===== src/hw/rtl/flptw_pkg.sv =====
// shared types, codes and helpers for the four-level page table walker
package flptw_pkg;

    localparam int PAGE_SHIFT  = 12;
    localparam int INDEX_BITS  = 9;
    localparam int ADDR_W      = 64;
    localparam int VADDR_W     = 48;
    localparam int LEVEL_W     = 2;
    localparam int CMD_W       = 2;
    localparam int CFG_IDX_W   = 2;
    localparam int ENTRY_SHIFT = 3;

    localparam logic [ADDR_W-1:0] FRAME_MASK     = 64'h000F_FFFF_FFFF_F000;
    localparam logic [ADDR_W-1:0] KTEXT_BASE     = 64'hFFFF_FFFF_8000_0000;
    localparam logic [ADDR_W-1:0] KPHYS_RESET    = 64'h0000_0000_04A0_0000;
    localparam logic [ADDR_W-1:0] DMAP_RESET     = 64'hFFFF_8880_0000_0000;
    localparam logic [ADDR_W-1:0] ROOT_RESET     = 64'h0;

    // input commands
    localparam logic [CMD_W-1:0] CMD_TRANSLATE = 2'd0;
    localparam logic [CMD_W-1:0] CMD_READ_DATA = 2'd1;
    localparam logic [CMD_W-1:0] CMD_READ_FAIL = 2'd2;

    // configuration register indexes
    localparam logic [CFG_IDX_W-1:0] REG_ROOT_VADDR = 2'd0;
    localparam logic [CFG_IDX_W-1:0] REG_KPHYS_BASE = 2'd1;
    localparam logic [CFG_IDX_W-1:0] REG_DMAP_BASE  = 2'd2;

    localparam logic [LEVEL_W-1:0] LEVEL_ROOT = 2'd0;
    localparam logic [LEVEL_W-1:0] LEVEL_LEAF = 2'd3;

    typedef enum logic [1:0] {
        KIND_READ = 2'd0,
        KIND_DONE = 2'd1,
        KIND_FAIL = 2'd2
    } kind_t;

    typedef struct packed {
        logic [CMD_W-1:0]  command;
        logic [ADDR_W-1:0] virtual_address;
        logic [ADDR_W-1:0] read_data;
    } in_item_t;

    typedef struct packed {
        logic [1:0]         result_kind;
        logic [ADDR_W-1:0]  address;
        logic [LEVEL_W-1:0] walk_level;
    } out_item_t;

    // table index for a level, 0 root .. 3 leaf
    function automatic logic [INDEX_BITS-1:0] table_index(
        input logic [VADDR_W-1:0] va,
        input logic [LEVEL_W-1:0] level
    );
        logic [INDEX_BITS-1:0] idx;
        case (level)
            2'd0:    idx = va[PAGE_SHIFT+3*INDEX_BITS +: INDEX_BITS];
            2'd1:    idx = va[PAGE_SHIFT+2*INDEX_BITS +: INDEX_BITS];
            2'd2:    idx = va[PAGE_SHIFT+INDEX_BITS +: INDEX_BITS];
            default: idx = va[PAGE_SHIFT +: INDEX_BITS];
        endcase
        return idx;
    endfunction

    // byte offset of an entry within its table
    function automatic logic [ADDR_W-1:0] entry_offset(input logic [INDEX_BITS-1:0] idx);
        return {{(ADDR_W-INDEX_BITS-ENTRY_SHIFT){1'b0}}, idx, {ENTRY_SHIFT{1'b0}}};
    endfunction

endpackage


===== src/hw/rtl/flptw_cfg.sv =====
// configuration registers and registered physical root table base
module flptw_cfg
    import flptw_pkg::*;
(
    input  logic                 aclk,
    input  logic                 aresetn,
    input  logic                 cfg_we,
    input  logic [CFG_IDX_W-1:0] cfg_index,
    input  logic [ADDR_W-1:0]    cfg_wdata,
    output logic [ADDR_W-1:0]    root_base
);

    logic [ADDR_W-1:0] root_vaddr_reg;
    logic [ADDR_W-1:0] kphys_base_reg;
    logic [ADDR_W-1:0] dmap_base_reg;
    logic [ADDR_W-1:0] root_base_reg;
    logic [ADDR_W-1:0] root_base_next;

    always_ff @(posedge aclk) begin
        if (!aresetn) begin
            root_vaddr_reg <= ROOT_RESET;
            kphys_base_reg <= KPHYS_RESET;
            dmap_base_reg  <= DMAP_RESET;
        end else if (cfg_we) begin
            case (cfg_index)
                REG_ROOT_VADDR: root_vaddr_reg <= cfg_wdata;
                REG_KPHYS_BASE: kphys_base_reg <= cfg_wdata;
                REG_DMAP_BASE:  dmap_base_reg  <= cfg_wdata;
                default: ;
            endcase
        end
    end

    // kernel text map vs direct map translation of the root table address
    always_comb begin
        if (root_vaddr_reg >= KTEXT_BASE) begin
            root_base_next = (root_vaddr_reg - KTEXT_BASE) + kphys_base_reg;
        end else begin
            root_base_next = root_vaddr_reg - dmap_base_reg;
        end
    end

    always_ff @(posedge aclk) begin
        root_base_reg <= root_base_next;
    end

    assign root_base = root_base_reg;

endmodule


===== src/hw/rtl/flptw_walk.sv =====
// walk state and result formation for one item
module flptw_walk
    import flptw_pkg::*;
(
    input  logic              aclk,
    input  logic              aresetn,
    input  logic              step_en,
    input  in_item_t          item,
    input  logic [ADDR_W-1:0] root_base,
    output logic              emits,
    output out_item_t         result
);

    logic [VADDR_W-1:0] saved_vaddr_reg;
    logic [VADDR_W-1:0] saved_vaddr_next;
    logic [LEVEL_W-1:0] level_reg;
    logic [LEVEL_W-1:0] level_next;
    logic               busy_reg;
    logic               busy_next;
    logic [ADDR_W-1:0]  frame;
    logic [LEVEL_W-1:0] level_inc;

    assign frame     = item.read_data & FRAME_MASK;
    assign level_inc = level_reg + 2'd1;

    always_comb begin
        saved_vaddr_next   = saved_vaddr_reg;
        level_next         = level_reg;
        busy_next          = busy_reg;
        emits              = 1'b0;
        result.result_kind = KIND_READ;
        result.address     = '0;
        result.walk_level  = level_reg;
        if (item.command == CMD_TRANSLATE) begin
            saved_vaddr_next   = item.virtual_address[VADDR_W-1:0];
            level_next         = LEVEL_ROOT;
            busy_next          = 1'b1;
            emits              = 1'b1;
            result.result_kind = KIND_READ;
            result.address     = root_base + entry_offset(
                table_index(item.virtual_address[VADDR_W-1:0], LEVEL_ROOT));
            result.walk_level  = LEVEL_ROOT;
        end else if (busy_reg && item.command == CMD_READ_DATA) begin
            emits = 1'b1;
            if (level_reg == LEVEL_LEAF) begin
                busy_next          = 1'b0;
                result.result_kind = KIND_DONE;
                result.address     = frame |
                    {{(ADDR_W-PAGE_SHIFT){1'b0}}, saved_vaddr_reg[PAGE_SHIFT-1:0]};
                result.walk_level  = LEVEL_LEAF;
            end else begin
                level_next         = level_inc;
                result.result_kind = KIND_READ;
                result.address     = frame + entry_offset(
                    table_index(saved_vaddr_reg, level_inc));
                result.walk_level  = level_inc;
            end
        end else if (busy_reg && item.command == CMD_READ_FAIL) begin
            emits              = 1'b1;
            busy_next          = 1'b0;
            result.result_kind = KIND_FAIL;
            result.address     = '0;
            result.walk_level  = level_reg;
        end
    end

    always_ff @(posedge aclk) begin
        if (!aresetn) begin
            saved_vaddr_reg <= '0;
            level_reg       <= '0;
            busy_reg        <= 1'b0;
        end else if (step_en) begin
            saved_vaddr_reg <= saved_vaddr_next;
            level_reg       <= level_next;
            busy_reg        <= busy_next;
        end
    end

endmodule


===== src/hw/rtl/four_level_page_table_walker.sv =====
// top level of the four-level page table walker
//
// usage:
//   s_ channel carries commands: translate a virtual address, hand back a
//   table entry read from memory, or report that such a read failed
//   m_ channel carries results: a memory read request for the next entry,
//   the final physical address, or a failure (address 0)
//   cfg port writes the root table virtual address, kernel physical base and
//   direct map base; user must write only with no item in flight (unchecked)
// path: an accepted item sits in the input register and its result is then
//   captured in the output register
// throughput: one item per cycle while m_ready is high; walk state is updated
//   in the same cycle the item leaves the input register, so back-to-back
//   commands see each other's state; memory round trips set the real pace
// reset: aresetn low clears the walk to idle and loads the register defaults;
//   items that produce no result (response while idle, unused command code)
//   simply drain from the input register
// stall: while m_ready is low the output register holds its item, the input
//   register fills and s_ready drops only once both are occupied
module four_level_page_table_walker
    import flptw_pkg::*;
(
    input  logic                 aclk,
    input  logic                 aresetn,
    // command channel
    input  logic                 s_valid,
    output logic                 s_ready,
    input  in_item_t             s_item,
    // result channel
    output logic                 m_valid,
    input  logic                 m_ready,
    output out_item_t            m_item,
    // configuration write port
    input  logic                 cfg_we,
    input  logic [CFG_IDX_W-1:0] cfg_index,
    input  logic [ADDR_W-1:0]    cfg_wdata
);

    in_item_t          in_item_reg;
    logic              in_valid_reg;
    out_item_t         out_item_reg;
    logic              out_valid_reg;
    logic [ADDR_W-1:0] root_base;
    logic              emits;
    out_item_t         result;
    logic              out_free;
    logic              in_adv;

    // physical root table base, recomputed from the registers every cycle
    flptw_cfg u_cfg (
        .aclk      (aclk),
        .aresetn   (aresetn),
        .cfg_we    (cfg_we),
        .cfg_index (cfg_index),
        .cfg_wdata (cfg_wdata),
        .root_base (root_base)
    );

    // walk state and the result for the item in the input register
    flptw_walk u_walk (
        .aclk      (aclk),
        .aresetn   (aresetn),
        .step_en   (in_adv),
        .item      (in_item_reg),
        .root_base (root_base),
        .emits     (emits),
        .result    (result)
    );

    // output register frees up when empty or being taken this cycle
    assign out_free = !out_valid_reg || m_ready;
    // item leaves the input register if it has a place to go or makes no result
    assign in_adv   = in_valid_reg && (!emits || out_free);
    assign s_ready  = !in_valid_reg || in_adv;

    // input register
    always_ff @(posedge aclk) begin
        if (!aresetn) begin
            in_valid_reg <= 1'b0;
        end else if (s_ready) begin
            in_valid_reg <= s_valid;
        end
    end

    always_ff @(posedge aclk) begin
        if (s_ready && s_valid) begin
            in_item_reg <= s_item;
        end
    end

    // output register
    always_ff @(posedge aclk) begin
        if (!aresetn) begin
            out_valid_reg <= 1'b0;
        end else if (in_adv && emits) begin
            out_valid_reg <= 1'b1;
        end else if (m_ready) begin
            out_valid_reg <= 1'b0;
        end
    end

    always_ff @(posedge aclk) begin
        if (in_adv && emits) begin
            out_item_reg <= result;
        end
    end

    assign m_valid = out_valid_reg;
    assign m_item  = out_item_reg;

endmodule

===== config.mk =====
export PLATFORM = sky130hd
export DESIGN_NAME = four_level_page_table_walker
export DESIGN_NICKNAME = d
export VERILOG_FILES = /design/src/hw/rtl/flptw_pkg.sv /design/src/hw/rtl/flptw_cfg.sv /design/src/hw/rtl/flptw_walk.sv /design/src/hw/rtl/four_level_page_table_walker.sv
export SDC_FILE = /design/constraint.sdc
export NUM_CORES = 1
export LEC_CHECK = 0
export BUFFER_PORTS_ARGS = -buffer_cell sky130_fd_sc_hd__clkbuf_2
export CAP_MARGIN = 20
export CORE_UTILIZATION = 30
export CTS_CLUSTER_SIZE = 14
export DETAILED_ROUTE_END_ITERATION = 10
export SLEW_MARGIN = 20
export SYNTH_ARGS = -nofsm -noshare
export SYNTH_HDL_FRONTEND = slang
export SYNTH_HIERARCHICAL = 1
export SYNTH_SLANG_ARGS = --single-unit

===== constraint.sdc =====
create_clock -name aclk -period 5.1 [get_ports aclk]
set_clock_uncertainty 0.05 [all_clocks]
set_input_delay 0.255 -clock aclk [delete_from_list [all_inputs] [get_ports aclk]]
set_output_delay 0.255 -clock aclk [all_outputs]
set_load 0.03 [all_outputs]

; Yosys cells after proc, flatten, opt, wreduce, memory -nomap -nowiden
; Index checks and enable logic that the tools add are counted.
[op_classes]
addsub = 6
order_cmp = 1
n_eq_ne = 9
n_mux = 22
bitwise_logic = 1
reduce_logical = 23
[op_table]
columns = operator, count
row1 = 68-bit two-way mux, 2
row2 = 67-bit two-way mux, 1
row3 = 66-bit two-way mux, 1
row4 = 64-bit by 12-bit adder with 64-bit output, 1
row5 = 64-bit adder, 1
row6 = "64-bit greater-or-equal comparator, second input constant", 1
row7 = 64-bit two-way mux, 1
row8 = 64-bit subtractor, 1
row9 = "64-bit subtractor, second input constant", 1
row10 = 52-bit by 12-bit adder with 53-bit output, 1
row11 = 52-bit by 12-bit bitwise OR with 52-bit output, 1
row12 = 9-bit two-way mux, 4
row13 = 9-bit one-hot mux with 3 select lines, 1
row14 = 1-bit two-way mux, 9
row15 = "2-bit equality test, second input constant", 4
row16 = 2-bit AND reduction, 4
row17 = "2-bit by 1-bit equality test with 1-bit output, second input constant", 3
row18 = 2-bit logical NOT, 3
row19 = 2-bit two-way mux, 3
row20 = 3-bit AND reduction, 2
row21 = 1-bit logical AND, 5
row22 = 2-bit nonzero test, 2
row23 = 1-bit logical NOT, 3
row24 = 1-bit logical OR, 3
row25 = other kinds (4), 4
[totals]
reg_bits = 479
in_bits = 201
out_inout_bits = 70
elab_cells = 77

; Longest topological paths before layout
[logic_depth]
ltp_word = 10
depth_mapped = 15
mapped_depth_nobuf = 14

; Cells and area by module
; Netlist, hierarchy kept.
[by_module_without_submodules]
columns = module, n_inst, cells_per_inst, area_each_um2, seq_area_each_um2
row1 = flptw_cfg, 1, 2275, 17722.0, 5124.9
row2 = four_level_page_table_walker, 1, 210, 6063.3, 5985.7
row3 = flptw_walk, 1, 685, 4815.9, 1021.0

; Worst setup path before layout
; No wires, ideal clock.
[synth_path]
path_kind = flip-flop to flip-flop
from = register in_item_reg[129] (netlist name)
to = register out_item_reg (netlist bit m_item[0]), enable pin
setup_ps = 494
t_arrival_ps = 4582
required_ps = 4556
setup_slack_ps = -26
path_stages_with_launch = 9
n_path_buf = 3
synth_period_minus_slack_ps = 5126
path_cell_list = edfxtp_1 -> clkbuf_1 -> nor2_1 -> clkbuf_1 -> buf_1 -> nor2_1 -> a21oi_1 -> nand2_1 -> nor2_1
[synth_via]
elab_chain_len = 9
word_cells_on_any_way = 12
cone_classes = 2 x eq/ne / 3 x mux / 7 x reduce/logical
[synth_lines]
columns = element, line_no
row1 = start: declaration, four_level_page_table_walker.sv:39  ; in_item_t in_item_reg;
row2 = start signal: assignment, four_level_page_table_walker.sv:87  ; in_item_reg <= s_item;
row3 = 2-bit equality test, flptw_walk.sv:58  ; end else if (busy_reg && item.command == CMD_READ_FAIL) begin
row4 = 1-bit logical AND, flptw_walk.sv:58
row5 = 1-bit two-way mux, flptw_walk.sv:58
row6 = 1-bit two-way mux, flptw_walk.sv:43  ; end else if (busy_reg && item.command == CMD_READ_DATA) begin
row7 = 1-bit two-way mux (*), flptw_walk.sv:34  ; if (item.command == CMD_TRANSLATE) begin
row8 = via emits, four_level_page_table_walker.sv:44  ; logic emits;
row9 = 1-bit logical NOT, four_level_page_table_walker.sv:73  ; assign in_adv = in_valid_reg && (!emits || out_free);
row10 = 1-bit logical OR, four_level_page_table_walker.sv:73
row11 = 1-bit logical AND, four_level_page_table_walker.sv:73
row12 = 1-bit logical AND (*), four_level_page_table_walker.sv:103  ; if (in_adv && emits) begin
row13 = end signal: assignment, four_level_page_table_walker.sv:104  ; out_item_reg <= result;
row14 = end: declaration, four_level_page_table_walker.sv:41  ; out_item_t out_item_reg;
; Mark *: on every way through the listed nets, which the timed path passes. The rest lies on a longest branch.
; A chain may end at the register's enable or synchronous reset.

; Final worst setup path
[layout_path]
from = register u_cfg.root_vaddr_reg[0]
to = register u_cfg.root_base_reg[60] (netlist: u_cfg/root_base[60])
[layout_via]
elab_chain_len = 3
word_cells_on_any_way = 5
cone_classes = 3 x add/sub / 1 x order compare / 1 x mux
[layout_lines]
columns = element, line_no
row1 = start: declaration, flptw_cfg.sv:13  ; logic [ADDR_W-1:0] root_vaddr_reg;
row2 = start signal: assignment, flptw_cfg.sv:26  ; REG_ROOT_VADDR: root_vaddr_reg <= cfg_wdata;
row3 = 64-bit subtractor, flptw_cfg.sv:37  ; root_base_next = (root_vaddr_reg - KTEXT_BASE) + kphys_base_reg;
row4 = 64-bit adder, flptw_cfg.sv:37
row5 = 64-bit two-way mux (*), flptw_cfg.sv:36  ; if (root_vaddr_reg >= KTEXT_BASE) begin
row6 = via u_cfg.root_base_next[60], flptw_cfg.sv:17  ; logic [ADDR_W-1:0] root_base_next;
row7 = end signal: assignment, flptw_cfg.sv:44  ; root_base_reg <= root_base_next;
row8 = end: declaration, flptw_cfg.sv:16  ; logic [ADDR_W-1:0] root_base_reg;
; Marks and branches as above.

==> run_results.csv <==
group,metric,value,unit
status,status,"finished, final reports clean",
logic_synthesis,synth_area,27400,µm²
placement,hpwl,63810,µm
flow_run,max_cap_viol_count,0,
setup_path,reg2reg_from,"u_cfg/root_vaddr_reg[0]$_SDFFE_PN0P_",
floorplan,core,90290,µm²
clock_tree,cts_tree,"yes",
timing,clock.fmax,255.4,MHz
setup_path,startpoint,"u_cfg/root_vaddr_reg[0]$_SDFFE_PN0P_",
logic_synthesis,synthesis.nets,3537,
clock_tree,root_buffer,"clkbuf_16",
global_route,grt-ovfl-total,0,
timing,fin_crit,3.915,ns
timing,rsz0062_at_grt,"no",
timing,final-setup-viol-count,0,
final_layout,fin_area,32740,µm²
placement,place_area,29410,µm²
clock_tree,cts_buffers,51,
logic_synthesis,synthCells,3130,
route,first_pass_iters,8,
floorplan,die_area,92550,µm²
logic_synthesis,yosys_warnings,6,
timing,post-route-period-util,0.7676,
route,drtIter0Drc,1807,
logic_synthesis,syn_area_per_cell,8.754,µm²
timing,hold_violations,0,
global_route,grt_usage,0.1798,
setup_path,max_stage_delay,0.46,ns
floorplan,rows,110,
timing,tightest_slew,1.009,ns
floorplan,die_y,304.2,µm
floorplan,die_w,304.2,µm
global_route,grt_pass1_vias,22680,
route,drc_errors,0,
setup_path,cp_data_required_time,5.58,ns
global_route,antenna_found_initial,2,
route,vias,23330,
final_layout,fin_cells,4629,
final_layout,largest_reg_flops,90,
clock_tree,post_cts_buffers,0,
setup_path,crit_path_end_kind,"register",
timing,fin_tns_setup,0,ns
floorplan,ios,271,
clock_tree,cts_max_level,2,
clock_tree,clock_path_buffers,3,
clock_tree,clkTransAtPathRegs,0.06,ns
global_route,grt_pass1_wl,132800,µm
pwr,leakage,13.21,nW
setup_path,start_kind,"register",
setup_path,cp_cell_sequence,"inv_1 -> ha_1 -> fa_1 -> nand2b_1 -> a21oi_1 -> o2111ai_1 -> a31o_1 -> o21ai_2 -> a31oi_1 -> o31ai_2 -> nand3_1 -> mux2_1 -> o211ai_1",
route,wl_per_cell,18.39,µm
final_layout,syn2layout_area_growth,19.48,%
timing,slew_headroom,0.3245,
clock_tree,cts_sinks,467,
timing,slew_violations,0,
route,routed_wl,85140,µm
timing,whs,0.08931,ns
pwr,p_per_area,309.5,nW/µm²
hold_path,min_path_type,"primary input to register",
placement,gp_congestion,0.9127,
route,via_per_inst,5.041,
final_layout,num-nets-final,3817,
final_layout,post_route_cells_drive_above_1_share,0.1205,
clock_tree,insertion_delay,0.63,ns
setup_path,crit_type,"register to register",
placement,portBuffers,230,
clock_tree,cts_hold_buf,157,
route,final_antenna_net_count,0,
setup_path,critPathSlowestCell,"o31ai_2",
setup_path,path_max_fanout,3,
setup_path,cp.arrival,4.39,ns
hold_path,min_from,"aresetn",
clock_tree,cts_resized,0,
pwr,vdd.ir_drop.worst,0.0002575,V
placement,dp_cells,4376,
global_route,grt_max_degree,193,
floorplan,initial_core_util,0.3035,
## layer usage
| layer | part of all wire | routed length, µm | track usage | up-vias |
|---|---|---|---|---|
| li1 | - | - | - | 11650 |
| met1 | 0.49 | 41790 | 0.2606 | 11000 |
| met4 | 0.017 | 1434 | 0.03817 | 2 |
| met2 | 0.44 | 37460 | 0.2831 | 599 |
| met5 | 0.00012 | 10 | 0 | - |
| met3 | 0.052 | 4445 | 0.02340 | 81 |
## power by group
group | total, mW | internal (mW) | leakage, nW | switching [mW]
Combinational | 1.95 | 0.761 | 8.32 | 1.19
Sequential | 4.35 | 4.12 | 4.03 | 0.238
Clock | 3.82 | 2.23 | 0.859 | 1.60
## final cells by class
class / count / area, µm²
clock buffer: 75 / 1468
antenna: 1 / 2.502
tap: 1176 / 1471
sequential: 467 / 10930
inverter: 109 / 409.1
multi-input combinational: 2376 / 15290
timing repair buffer: 405 / 2885
clock inverter: 20 / 282.8
fill: 9304 / 57550
## path summary, 6_finish.rpt
check	to	slack, ns	depth (start not counted)
worst max-delay path	u_cfg/root_base[60]$_DFF_P_	1.19	13
worst min-delay path	u_walk/saved_vaddr_reg[44]$_SDFFE_PN0P_	0.09	2
worst max register to register	u_cfg/root_base[60]$_DFF_P_	1.19	13
worst min register to register	u_cfg/dmap_base_reg[5]$_SDFFE_PN0P_	0.41	2
## metrics by stage
stage | setup slack (ns) | util | power, mW
after global placement | 1.229 | 0.3258 | 6.252
after global routing | 0.9556 | 0.3626 | 10.60
after detailed placement | 1.192 | 0.3258 | 6.262
after CTS | 1.151 | 0.3626 | 10.24
after floorplan | 1.074 | - | 5.611
final | 1.185 | 0.3626 | 10.13
## critical path: cells and delay by family (launching register included)
kind / cells / cell delay [ns]
AO/OA/AOI/OAI: 7 / 1.97
adder cells (fa/ha/maj): 2 / 0.63
buffers and inverters: 1 / 0.05
flip-flops: 1 / 0.36
multiplexers: 1 / 0.38
AND/OR/NAND/NOR: 2 / 0.38
## cell usage in the layout (no fill, tap or decap), types with 11 or more instances in the layout
master	count
nand2_1	691
dfxtp_1	309
clkbuf_2	229
a21boi_0	224
ha_1	203
a21oi_1	186
edfxtp_1	158
dlygate4sd3_1	157
o21ai_0	127
nor2_1	119
inv_1	109
xnor2_1	96
nand4_1	70
nand3_1	65
a21o_1	64
xor2_1	61
clkbuf_16	52
o211ai_1	40
nor3_1	33
o21ai_1	31
o21bai_1	23
o21a_1	20
buf_4	17
and3_1	16
nor2b_1	16
clkbuf_1	15
or3_1	15
nand2b_1	14
and2_1	13
a211oi_1	12
nor4_1	12
o22ai_1	12
a22o_1	11
Note: power is estimated with default switching activity, not from simulation.
